### src/design/wmtd_pkg.sv
package wmtd_pkg;

    // Widths fixed by the register map and the item fields.
    localparam int THR_W       = 8;
    localparam int SIZE_W      = 11;
    localparam int CFG_DATA_W  = 11;
    localparam int CFG_INDEX_W = 2;
    localparam int IN_PIX_W    = 8;

    // Row position and the largest frame height that the counters cover.
    localparam int ROW_W       = 10;
    localparam int LIMIT_POS   = 1024;
    localparam int MIN_SIZE    = 3;

    // Reset values of the registers.
    localparam logic [THR_W-1:0]  THR_RESET  = 8'd10;
    localparam logic [SIZE_W-1:0] ROWS_RESET = 11'd10;
    localparam logic [SIZE_W-1:0] COLS_RESET = 11'd30;

    // Default parameter values.
    localparam int MAX_COLS_DEFAULT   = 1024;
    localparam int PIXEL_BITS_DEFAULT = 8;

    typedef enum logic [CFG_INDEX_W-1:0] {
        REG_STAR_THRESHOLD = 2'd0,
        REG_ROW_COUNT      = 2'd1,
        REG_COLUMN_COUNT   = 2'd2
    } cfg_reg_t;

    // What the scan position says about the item just accepted.
    typedef struct packed {
        logic produce;
        logic row_end;
        logic frame_end;
    } scan_info_t;

endpackage

### src/design/wmtd_scan.sv
module wmtd_scan #(
    parameter int DEPTH = 1024,
    parameter int AW    = 10
) (
    input  logic                                 clk,
    input  logic                                 rst_n,
    input  logic                                 cfg_write,
    input  logic [wmtd_pkg::CFG_INDEX_W-1:0]     cfg_index,
    input  logic [wmtd_pkg::CFG_DATA_W-1:0]      cfg_data,
    input  logic                                 advance,
    output logic [AW-1:0]                        col_addr,
    output wmtd_pkg::scan_info_t                 info,
    output logic [wmtd_pkg::THR_W-1:0]           threshold
);

    localparam int CW = AW + 1;
    localparam logic [CW-1:0] COL_MIN = CW'(wmtd_pkg::MIN_SIZE);
    localparam logic [CW-1:0] COL_MAX = CW'(DEPTH);
    localparam logic [wmtd_pkg::SIZE_W-1:0] ROW_MIN = wmtd_pkg::SIZE_W'(wmtd_pkg::MIN_SIZE);
    localparam logic [wmtd_pkg::SIZE_W-1:0] ROW_MAX = wmtd_pkg::SIZE_W'(wmtd_pkg::LIMIT_POS);
    localparam logic [wmtd_pkg::SIZE_W-1:0] COL_MAX_WIDE = wmtd_pkg::SIZE_W'(DEPTH);

    logic [wmtd_pkg::THR_W-1:0]  thr_reg,  thr_next;
    logic [wmtd_pkg::SIZE_W-1:0] rows_reg, rows_next;
    logic [wmtd_pkg::SIZE_W-1:0] cols_reg, cols_next;
    logic [wmtd_pkg::ROW_W-1:0]  row_reg,  row_next;
    logic [AW-1:0]               col_reg,  col_next;

    logic [wmtd_pkg::SIZE_W-1:0] rows_use;
    logic [CW-1:0]               cols_use;
    logic [CW-1:0]               col_inc;
    logic [wmtd_pkg::SIZE_W-1:0] row_inc;
    logic                        last_col;
    logic                        last_row;

    // Sizes outside the supported range are clamped.
    always_comb
    begin
        priority if (rows_reg < ROW_MIN)
        begin
            rows_use = ROW_MIN;
        end
        else if (rows_reg > ROW_MAX)
        begin
            rows_use = ROW_MAX;
        end
        else
        begin
            rows_use = rows_reg;
        end

        priority if (cols_reg < wmtd_pkg::SIZE_W'(COL_MIN))
        begin
            cols_use = COL_MIN;
        end
        else if (cols_reg > COL_MAX_WIDE)
        begin
            cols_use = COL_MAX;
        end
        else
        begin
            cols_use = cols_reg[CW-1:0];
        end
    end

    assign col_inc  = {1'b0, col_reg} + CW'(1);
    assign row_inc  = {1'b0, row_reg} + wmtd_pkg::SIZE_W'(1);
    assign last_col = (col_inc >= cols_use);
    assign last_row = (row_inc >= rows_use);

    always_comb
    begin
        thr_next  = thr_reg;
        rows_next = rows_reg;
        cols_next = cols_reg;
        row_next  = row_reg;
        col_next  = col_reg;

        if (advance)
        begin
            if (last_col)
            begin
                col_next = '0;
                row_next = last_row ? '0 : row_inc[wmtd_pkg::ROW_W-1:0];
            end
            else
            begin
                col_next = col_inc[AW-1:0];
            end
        end

        // A size write restarts the frame; the user must write only while idle, which the block does not enforce.
        if (cfg_write)
        begin
            unique case (cfg_index)
                wmtd_pkg::REG_STAR_THRESHOLD:
                begin
                    thr_next = cfg_data[wmtd_pkg::THR_W-1:0];
                end
                wmtd_pkg::REG_ROW_COUNT:
                begin
                    rows_next = cfg_data;
                    row_next  = '0;
                    col_next  = '0;
                end
                wmtd_pkg::REG_COLUMN_COUNT:
                begin
                    cols_next = cfg_data;
                    row_next  = '0;
                    col_next  = '0;
                end
                default:
                begin
                    thr_next = thr_reg;
                end
            endcase
        end
    end

    always_ff @(posedge clk or negedge rst_n)
    begin
        if (!rst_n)
        begin
            thr_reg  <= wmtd_pkg::THR_RESET;
            rows_reg <= wmtd_pkg::ROWS_RESET;
            cols_reg <= wmtd_pkg::COLS_RESET;
            row_reg  <= '0;
            col_reg  <= '0;
        end
        else
        begin
            thr_reg  <= thr_next;
            rows_reg <= rows_next;
            cols_reg <= cols_next;
            row_reg  <= row_next;
            col_reg  <= col_next;
        end
    end

    // The window is complete once two rows and two columns have passed.
    assign info.produce   = (row_reg >= wmtd_pkg::ROW_W'(2)) && (col_reg >= AW'(2));
    assign info.row_end   = last_col;
    assign info.frame_end = last_col && last_row;

    assign col_addr  = col_reg;
    assign threshold = thr_reg;

endmodule

### config.mk
export PLATFORM = sky130hd
export DESIGN_NAME = wmtd_scan
export DESIGN_NICKNAME = d
export VERILOG_FILES = /design/src/design/wmtd_pkg.sv /design/src/design/wmtd_scan.sv
export SDC_FILE = /design/constraint.sdc
export NUM_CORES = 1
export LEC_CHECK = 0
export BUFFER_PORTS_ARGS = -buffer_cell sky130_fd_sc_hd__buf_4
export CORE_MARGIN = 10
export CORE_UTILIZATION = 55
export DETAILED_ROUTE_END_ITERATION = 8
export PLACE_DENSITY = 0.76
export SLEW_MARGIN = 20
export SYNTH_ARGS = -nofsm -noshare
export SYNTH_HDL_FRONTEND = slang
export SYNTH_SLANG_ARGS = --single-unit
export TNS_END_PERCENT = 50
### constraint.sdc
create_clock -name clk -period 7.9 [get_ports clk]
set_input_delay 0.395 -clock clk [delete_from_list [all_inputs] [get_ports clk]]
set_output_delay 0.395 -clock clk [all_outputs]
set_load 0.02 [all_outputs]
==> flow_summary.yaml <==
run_status:
  outcome: "complete, no violations"
routing:
  via_per_inst: 5.62
  drcViolationCount: 0
  drtPass1Iterations: 4
  routedWlPerCell_um: 16.2
  drt-total-wl_um: 6670
  vias: 2314
  drt-initial-drc-count: 81
  drtAntennaViolNets: 0
sta:
  holdWs_ps: 86.2
  clock_skew_ps: 8.78
  drv_slew: 0
  setup-tns-final_ps: 0
  timing.fmax_mhz: 292
  finalSetupViolations: 0
  fin_crit_ps: 3420
  rsz0062_at_grt: "false"
  slew_headroom: 0.586
  finalHoldViolCount: 0
  setup_slack_ps: 4480
  tightest_slew_ps: 621
  timing.final.crit_share: 0.433
clock_network:
  cts_made_buffers: 5
  clock_path_buffers: 2
  cts-htree-levels: 2
  clock-sinks: 50
  postCtsSetupRepairBufs: 0
  clkSlewWorstSetupHoldPaths_ps: 100
  clk_latency_ps: 310
  hold_buffers: 0
  cts_tree: "done"
  cts_root_buffer: "clkbuf_8"
  ctsResizeCount: 0
final_layout:
  final_cell_area_um2: 3520
  nNetsFinal: 385
  num_antenna_cells: 0
  final_cell_mix: "42 x nand2_1, 42 x dfrtp_1, 37 x buf_4, 30 x mux2_2, 29 x ha_1"
  areaGrowthSynthToFinish_pct: 11.9
  drive_gt1_frac: 0.279
job:
  drv_cap: 0
yosys:
  synth.ff_latch_count: 50
  ys_seq_area_frac: 0.400
  synth_area_um2: 3150
  synth_xor_area_frac: 0.0743
  synth_top_family_by_area: "simple AND/OR/NAND/NOR gates"
  synth_mux_area_frac: 0.114
  syn_avg_cell_area_um2: 10.2
  synthAdderAreaFrac: 0.115
  synth_cells: 308
  syn_nets: 354
  ys_warn_count: 0
  ys_types: 46
  synth_ff_type: "dfrtp_1"
  synth_edf_count: 0
  synth_compound_area_frac: 0.0731
  synthSimpleGateAreaFrac: 0.184
  async_reset_ff_frac: 1.00
setup_path:
  worst-path-max-fanout: 9
  slowest_delay_ps: 450
  r2r_cells: 12
  path_buf_inv: 1
  setup.worst_path.start_class: "flop"
  crit_slowest_cell: "dfrtp_1"
  required_ps: 7510
  critical_path_class: "reg2out"
  critPathCaptureType: "output port"
  reg2reg_from: "col_addr[0]"
  cp_data_arrival_time_ps: 3030
  crit_family: "simple AND/OR/NAND/NOR gates"
  cp_cell_sequence: "ha_1, and3_2, nand2_1, xnor2_1, ha_1, a21oi_1, o21ai_0, a21oi_2, nand2_1, and2_1, buf_4"
  r2r_end: "col_addr[0]"
  ff2ff_setup_slack_ps: 4730
global_routing:
  grt_pass1_vias: 2325
  use_met2: 0.237
  met3_usage: 0.0424
  grt_max_degree: 51
  busiest_layer: "met2"
  track_usage: 0.151
  grt_use_met1: 0.194
  grt-ovfl-total: 0
  antenna_found_initial: 0
  grt_pass1_wl_um: 11100
floorplan:
  coreArea_um2: 5540
  dieWidth_um: 95.7
  die_h_um: 95.7
  dieArea_um2: 9160
  rows: 27
  io_pins: 38
  start_util: 0.569
power_and_ir_drop:
  powerDensity_nw_per_um2: 207
  vdd.ir_drop.worst_v: 0.000144
  totalPowerFinal_mw: 0.729
  p_leak_nw: 1.70
placement:
  globalplace.congestion: 0.868
  dp_hpwl_um: 5170
  place_area_um2: 3430
  dp_slack_ps: 4750
  io_buffer_count: 37
hold_path:
  hp-class: "in2async"
==> power by group <==
group          internal, mW  leakage [nW]  switching, mW
Combinational         0.105          1.03          0.132
Clock                0.0641        0.0447         0.0935
Sequential            0.300         0.620         0.0346
Total                 0.469          1.70          0.260
==> metrics by stage <==
step | util | instances
2_1_floorplan | - | 308
3_3_place_gp | 0.619 | 404
3_5_place_dp | 0.619 | 404
4_1_cts | 0.636 | 412
5_1_grt | 0.636 | 412
6_report | 0.636 | 412
==> per-layer routing <==
layer / part of all wire / wire, um
met4: 0.017 / 116
met3: 0.054 / 358
met1: 0.48 / 3170
met5: 0 / 0
met2: 0.45 / 3020
==> worst register-to-register path: stages, from the launching register on <==
cell	delay [ps]
dfrtp_1	450
ha_1	260
and3_1	220
and2_1	190
and4_1	230
xor2_1	140
ha_1	310
nand4_1	120
nor2_1	150
a21oi_2	100
a21oi_4	400
or2_1	380
nor2_1	100
==> synthesized netlist by cell type, types with 3 or more instances <==
cell type | instances | share of area
a21oi_1 | 17 | 0.027
a32o_1 | 3 | 0.0095
and3_1 | 6 | 0.012
and4_1 | 4 | 0.011
clkbuf_1 | 4 | 0.0048
dfrtp_1 | 42 | 0.33
dfstp_2 | 8 | 0.067
ha_1 | 29 | 0.12
inv_1 | 8 | 0.0095
mux2_2 | 30 | 0.11
nand2_1 | 42 | 0.050
nand2b_1 | 6 | 0.012
nand3_1 | 7 | 0.011
nand4_1 | 11 | 0.022
nor2_1 | 16 | 0.019
nor4_1 | 7 | 0.014
o21ai_0 | 6 | 0.0095
xnor2_1 | 9 | 0.025
xor2_1 | 14 | 0.039
==> area by class of cell <==
cell class                      count  area [um2]
Clock buffer                        5        68.8
Tap cell                           72        90.1
Sequential cell                    50        1260
Clock inverter                      3        25.0
Inverter                           10        37.5
Timing Repair Buffer               37         278
Fill cell                         484        2020
Multi-Input combinational cell    235        1760
==> how the worst max path moves through the flow <==
stage | endpoint | start | slack (ps) | depth (start not counted)
floorplan | info[0] | col_addr[0] | 5040 | 11
finish | info[0] | row_reg[0] | 4480 | 11
global route | info[0] | row_reg[1] | 4260 | 11
detailed placement | col_addr[3] | col_addr[0] | 4750 | 12
global placement | col_addr[0] | col_addr[0] | 4850 | 12
CTS | info[0] | row_reg[1] | 4500 | 11
==> kinds of logic after synthesis <==
family,count (synthesis)
xor+xnor,25
buf+inv,23
mux,32
fa+ha+maj,29
compound gates,35
simple gates,114
flops,50
Power figures use the tool's default switching activity.
