## src/design/wmtd_pkg.sv

```systemverilog
package wmtd_pkg;

    // Widths fixed by the register map and the item fields.
    localparam int THR_W       = 8;
    localparam int SIZE_W      = 11;
    localparam int CFG_DATA_W  = 11;
    localparam int CFG_INDEX_W = 2;
    localparam int IN_PIX_W    = 8;

    // Row position and the largest frame height that the counters cover.
    localparam int ROW_W       = 10;
    localparam int LIMIT_POS   = 1024;
    localparam int MIN_SIZE    = 3;

    // Reset values of the registers.
    localparam logic [THR_W-1:0]  THR_RESET  = 8'd10;
    localparam logic [SIZE_W-1:0] ROWS_RESET = 11'd10;
    localparam logic [SIZE_W-1:0] COLS_RESET = 11'd30;

    // Default parameter values.
    localparam int MAX_COLS_DEFAULT   = 1024;
    localparam int PIXEL_BITS_DEFAULT = 8;

    typedef enum logic [CFG_INDEX_W-1:0] {
        REG_STAR_THRESHOLD = 2'd0,
        REG_ROW_COUNT      = 2'd1,
        REG_COLUMN_COUNT   = 2'd2
    } cfg_reg_t;

    // What the scan position says about the item just accepted.
    typedef struct packed {
        logic produce;
        logic row_end;
        logic frame_end;
    } scan_info_t;

endpackage

```

## src/design/wmtd_window.sv

```systemverilog
module wmtd_window #(
    parameter int PW = 8
) (
    input  logic                           clk,
    input  logic                           rst_n,
    input  logic                           advance,
    input  logic [PW-1:0]                  top,
    input  logic [PW-1:0]                  mid,
    input  logic [PW-1:0]                  pix,
    input  logic [wmtd_pkg::THR_W-1:0]     threshold,
    output logic                           is_star
);

    localparam int SW = PW + 4;
    localparam int TW = wmtd_pkg::THR_W + 4;
    localparam int CMP_W = (SW > TW) ? SW : TW;

    // Cells 0..2 are the older column (top, middle, bottom), 3..5 the newer one.
    logic [PW-1:0] cell_reg  [6];
    logic [PW-1:0] cell_next [6];
    logic [SW-1:0] sum;
    logic [TW-1:0] limit;

    always_comb
    begin
        sum = SW'(top) + SW'(mid) + SW'(pix);
        for (int k = 0; k < 6; k++)
        begin
            sum = sum + SW'(cell_reg[k]);
        end
    end

    // Nine times the threshold, built from a shift and an add.
    assign limit   = TW'({threshold, 3'b000}) + TW'(threshold);
    assign is_star = CMP_W'(sum) > CMP_W'(limit);

    always_comb
    begin
        cell_next[0] = cell_reg[3];
        cell_next[1] = cell_reg[4];
        cell_next[2] = cell_reg[5];
        cell_next[3] = top;
        cell_next[4] = mid;
        cell_next[5] = pix;
    end

    always_ff @(posedge clk or negedge rst_n)
    begin
        if (!rst_n)
        begin
            for (int k = 0; k < 6; k++)
            begin
                cell_reg[k] <= '0;
            end
        end
        else if (advance)
        begin
            for (int k = 0; k < 6; k++)
            begin
                cell_reg[k] <= cell_next[k];
            end
        end
    end

endmodule

```

## config.mk

```make
export PLATFORM = sky130hd
export DESIGN_NAME = wmtd_window
export DESIGN_NICKNAME = d
export VERILOG_FILES = /design/src/design/wmtd_pkg.sv /design/src/design/wmtd_window.sv
export SDC_FILE = /design/constraint.sdc
export NUM_CORES = 1
export LEC_CHECK = 0
export BUFFER_PORTS_ARGS = -buffer_cell sky130_fd_sc_hd__buf_2
export CORE_ASPECT_RATIO = 0.6
export CORE_UTILIZATION = 40
export CTS_CLUSTER_SIZE = 20
export DETAILED_ROUTE_END_ITERATION = 12
export GPL_TIMING_DRIVEN = 0
export SLEW_MARGIN = 30
export SYNTH_ARGS = -nofsm -noshare
export SYNTH_HDL_FRONTEND = slang
export SYNTH_SLANG_ARGS = --single-unit
```

## constraint.sdc

```tcl
create_clock -name clk -period 12.6 [get_ports clk]
set_input_delay 0.63 -clock clk [delete_from_list [all_inputs] [get_ports clk]]
set_output_delay 0.63 -clock clk [all_outputs]
set_load 0.05 [all_outputs]
```

==> flow_summary.yaml, run 1 <==
setup_path:
  crit_type: "primary input to primary output"
  crit_chain: "buf_2 -> inv_1 -> fa_1 -> inv_1 -> fa_1 -> fa_1 -> inv_1 -> fa_1 -> inv_1 -> ha_1 -> fa_1 -> a21o_1 -> a22o_1 -> o41ai_2 -> xnor2_1 -> ha_1 -> nand4_1 -> a211o_1 -> a31oi_1 -> buf_2"
  crit_top_cell: "fa_1"
  cp-startpoint: "top[2]"
  reg2reg_depth: 1
  endpoint: "is_star"
  cp_slowest_stage_delay_ns: 0.56
  slowest_stage: "fa_1"
  cp.depth: 20
  critPathBufInv: 6
  cpLargestDelayFamily: "adder cells"
  cp.required_ns: 11.97
  worstPathMaxFanout: 3
  rrSetupSlack_ns: 11.79
  critPathLaunchType: "primary input"
  reg2reg_to: "cell_next[32]"
  worstPathArrival_ns: 5.73
  r2r-start: "cell_next[32]"
  end_kind: "primary output"
die:
  ios: 36
  start_util_pct: 41.2
  die_y_microns: 80.0
  fp.coreArea_sq_mm: 0.00984
  die_width_microns: 132
  rows: 28
  dieArea_sq_mm: 0.0106
route:
  via_count: 2473
  wl_mm: 6.93
  drtIter0Drc: 46
  drt_pass1_iterations: 4
  drc: 0
  routedWlPerCell_microns: 13.3
  ant_nets: 0
  post_drt_via_cell_ratio: 4.74
sta:
  worst_pin_slew_ns: 0.647
  slew_violations: 0
  fin_crit_sh_pct: 50.5
  fin_setup_tns_ns: 0
  setup_viol: 0
  fin_worst_skew_ns: 0.00217
  hold_viol: 0
  finalCriticalPeriod_ns: 6.36
  clock.fmax_mhz: 157
  slew_headroom_pct: 56.9
  rsz0062_at_grt: "no"
cts:
  cts-root-buf: "clkbuf_16"
  cts.sinks: 48
  clk_latency_ns: 0.29
  htree_levels: 2
  cts_buffers: 5
  post_cts_buffers: 0
  cts_hold_buf: 0
  ctsResizeCount: 0
  clk_pin_slew_ns: 0.06
  clock_path_buffers: 2
  cts_tree: "built"
outcome:
  outcome: "completed"
placement:
  dpl_cell_area_sq_mm: 0.00440
  port_buffers: 34
  place_congestion: 0.750
  hpwl_mm: 5.81
layout:
  antenna_cells: 0
  multi_input_comb_area_sq_mm: 0.00252
  fin_area_sq_mm: 0.00454
  area_growth_pct: 12.0
  ff_latch_area_sq_mm: 0.00120
  fill_cells: 928
  drive_gt1_share_pct: 25.1
  nNetsFinal: 506
run:
  max_cap_viol_count: 0
grt:
  antenna_found_initial: 0
  overflow: 0
  grt_pass1_wl_mm: 12.7
  first_global_vias: 2642
  grt_max_degree: 49
  grt_use_total_pct: 15.5
logic_synthesis:
  post_synth_num_cell_types: 33
  synth.cell_area_sq_mm: 0.00406
  synth_fp_nets: 465
  syn_avg_cell_area_sq_um: 11.8
  synthCells: 345
  synth-seq-cells: 48
  yosysWarnings: 0
  synth.yosys.seq_area_share_pct: 29.6
hold_path:
  worstHoldPathType: "primary input to asynchronous set/reset pin"
Yosys cell counts, drive strengths merged:
master   instances  area (sq um)
a211o            1          8.76
a21o             7          52.6
a21oi           11          55.1
a22o             1          8.76
a311oi           3          26.3
a31oi            1          6.26
and2             1          7.51
and3             3          20.0
and4b            2          20.0
buf              6          30.0
dfrtp           48          1200
fa              55          1100
ha              30           375
inv             81           304
mux2            48           541
nand2           10          37.5
nand2b           2          12.5
nand3            1          5.00
nand4            5          31.3
nor2             5          18.8
nor2b            2          12.5
nor3             2          10.0
nor3b            1          7.51
o2111ai          1          8.76
o211ai           2          15.0
o21a             1          7.51
o21ai            2          10.0
o221ai           1          8.76
o311ai           1          8.76
o41ai            1          16.3
xnor2            8          70.1
xor2             2          17.5
cell usage in the layout (no fill, tap or decap), types with 2 or more instances in the layout:
cell,count
ha_1,30
and4b_1,2
dfrtp_1,48
o21ai_0,2
nand4_1,5
a21oi_1,11
nand2_1,10
fa_1,55
a311oi_1,3
clkbuf_1,2
xor2_1,2
inv_1,81
nor2_1,5
nor2b_1,2
clkbuf_16,5
xnor2_1,8
o211ai_1,2
a21o_1,7
nor3_1,2
and3_1,2
buf_2,39
nand2b_1,2
mux2_2,48
final cells by class:
type	instances	share of cell area [%]
well taps	135	3.72
flip-flops and latches	48	26.4
multi-input cells	210	55.5
inverters	81	6.69
clock buffers	8	3.22
repair buffers	34	3.80
plain buffers	6	0.661
kinds of logic (layout without fill, tap and decap cells):
| family | Yosys count | in the layout | synth area share (%) |
|---|---|---|---|
| simple gates | 34 | 34 | 4.50 |
| mux | 48 | 48 | 13.3 |
| flops | 48 | 48 | 29.6 |
| compound gates | 33 | 33 | 5.74 |
| xor+xnor | 10 | 10 | 2.16 |
| fa+ha+maj | 85 | 85 | 36.4 |
| buf+inv | 87 | 129 | 8.24 |
stage by stage:
stage	hold WS, ns	utilization [%]	setup WS [ns]	cells
floorplan	0.334	-	6.20	345
global placement	0.515	44.6	6.27	514
detailed placement	0.522	44.7	6.21	514
CTS	0.383	46.1	6.18	522
global route	0.419	46.1	5.99	522
finish	0.365	46.1	6.24	522
metal layers:
metal	part of all wire (%)	vias up	track usage [%]	wire length, microns
met2	41	24	23.2	2840
met3	2.5	6	3.05	172
li1	-	1195	-	-
met4	0.79	0	3.14	55
met5	0	-	0	0
met1	56	1248	23.0	3870
how the worst min path moves through the flow:
stage,start,to,slack [ns],cells past startpoint
3_5_place_dp,cell_reg[46],cell_reg[46],0.52,1
3_3_place_gp,cell_reg[42],cell_reg[42],0.51,1
5_1_grt,rst_n,cell_next[41],0.42,1
6_report,rst_n,cell_next[41],0.36,1
2_1_floorplan,rst_n,cell_next[24],0.33,0
4_1_cts,rst_n,cell_next[41],0.38,1
Power of run 1 is left out: the tool's default activity adds up to more than one toggle a clock period on the data nets, which glitch-free logic cannot reach.
==> run 2, diff against run 1 <==
clock period = 5.8 ns   (was 12.6 ns; I/O delays follow)
==> flow_summary.yaml, run 2 (same netlist as run 1, synthesis figures left out) <==
sta:
  fin_crit_sh_pct: 95.2
  setup_viol: 0
  worst_pin_slew_ns: 0.645
  finalCriticalPeriod_ns: 5.52
  rsz0062_at_grt: "no"
  fin_ws_ns: 0.278
  slew_violations: 0
  fin_worst_skew_ns: 0.00216
  slew_headroom_pct: 57.0
  hold_viol: 0
  fin_setup_tns_ns: 0
  clock.fmax_mhz: 181
setup_path:
  worstPathArrival_ns: 5.23
  end_kind: "primary output"
  cp.required_ns: 5.51
  crit_top_cell: "fa_1"
  reg2reg_to: "cell_next[32]"
  reg2reg_depth: 1
  crit_chain: "fa_1 -> fa_1 -> fa_1 -> inv_2 -> fa_1 -> inv_1 -> ha_2 -> fa_2 -> a21o_1 -> a22o_1 -> o41ai_2 -> xnor2_1 -> ha_1 -> nand4_1 -> buf_4 -> nand2b_1 -> a31oi_1 -> buf_4"
  slowest_stage: "fa_1"
  crit_type: "flop to primary output"
  rrSetupSlack_ns: 4.99
  worstPathMaxFanout: 3
  cp_slowest_stage_delay_ns: 0.57
  r2r-start: "cell_next[32]"
  critPathLaunchType: "flop"
placement:
  place_ws_ns: 0.0897
  port_buffers: 34
  hpwl_mm: 5.81
  place_congestion: 0.750
  dp.cells: 514
die:
  ios: 36
  rows: 28
  dieArea_sq_mm: 0.0106
  fp.coreArea_sq_mm: 0.00984
  die_width_microns: 132
  start_util_pct: 41.2
  die_y_microns: 80.0
run:
  max_cap_viol_count: 0
cts:
  cts-root-buf: "clkbuf_16"
  cts_buffers: 5
  cts_hold_buf: 0
  cts.sinks: 48
  clk_latency_ns: 0.29
  htree_levels: 2
  cts_tree: "built"
  clock_path_buffers: 2
  clk_pin_slew_ns: 0.06
route:
  drt_pass1_iterations: 4
  drtIter0Drc: 51
  via_count: 2489
  wl_mm: 6.97
  post_drt_via_cell_ratio: 4.73
  ant_nets: 0
  routedWlPerCell_microns: 13.2
  drc: 0
layout:
  nNetsFinal: 510
  fill_cells: 924
  final_common_cell: "inv_1"
  antenna_cells: 0
  stdcell_count: 526
  ff_latch_area_sq_mm: 0.00120
  multi_input_comb_area_sq_mm: 0.00253
  drive_gt1_share_pct: 27.1
  area_growth_pct: 13.1
  final_cell_mix: "inv_1, fa_1, mux2_2, dfrtp_1, buf_2"
  post-route-util_pct: 46.6
grt:
  antenna_found_initial: 0
  grt_pass1_wl_mm: 12.8
  overflow: 0
  grt_max_degree: 49
  first_global_vias: 2654
  grt_use_total_pct: 15.6
hold_path:
  worstHoldPathType: "primary input to asynchronous set/reset pin"
outcome:
  outcome: "completed"
run 2: how the worst max path moves through the flow:
stage                             start      end  slack [ns]
after floorplan                  top[2]  is_star        0.08
after global placement           top[2]  is_star        0.15
after detailed placement         top[2]  is_star        0.09
after CTS                  cell_reg[26]  is_star       0.002
after global routing      cell_next[42]  is_star        0.05
final                     cell_next[42]  is_star        0.28
run 2: routing by layer:
layer / track usage [%] / vias to the layer above / wire length (microns)
met2: 23.4 / 26 / 2860
met5: 0 / - / 0
li1: - / 1205 / -
met4: 3.14 / 0 / 55
met1: 23.1 / 1252 / 3880
met3: 3.05 / 6 / 174
run 2: stage by stage:
stage,hold slack [ns],instance area [sq um]
after floorplan,-0.00559,4060
after global placement,0.515,4390
after detailed placement,0.356,4400
after CTS,0.0434,4570
after global routing,0.0788,4590
final,0.0249,4590
run 2: layout make-up:
cell class,instances,area share (%)
plain buffers,6,0.654
multi-input cells,210,55.2
clock buffers,8,3.19
well taps,135,3.68
inverters,81,6.63
flip-flops and latches,48,26.2
repair buffers,38,4.47
run 2: worst max-delay path: cells and delay by family (launching register included):
kind	cells	cell delay, ns
buffers and inverters	4	0.48
AO/OA/AOI/OAI	4	0.80
XOR/XNOR	1	0.11
flip-flops	1	0.41
adder cells (fa/ha/maj)	7	2.88
AND/OR/NAND/NOR	2	0.27
run 2: timing repair:
action / CTS / global route
setup endpoints to repair: 1 / 1
resized for setup: 3 / 3
pin swaps: 7 / 15
setup buffers: 3 / 1
Power of run 2 is left out for the same reason.
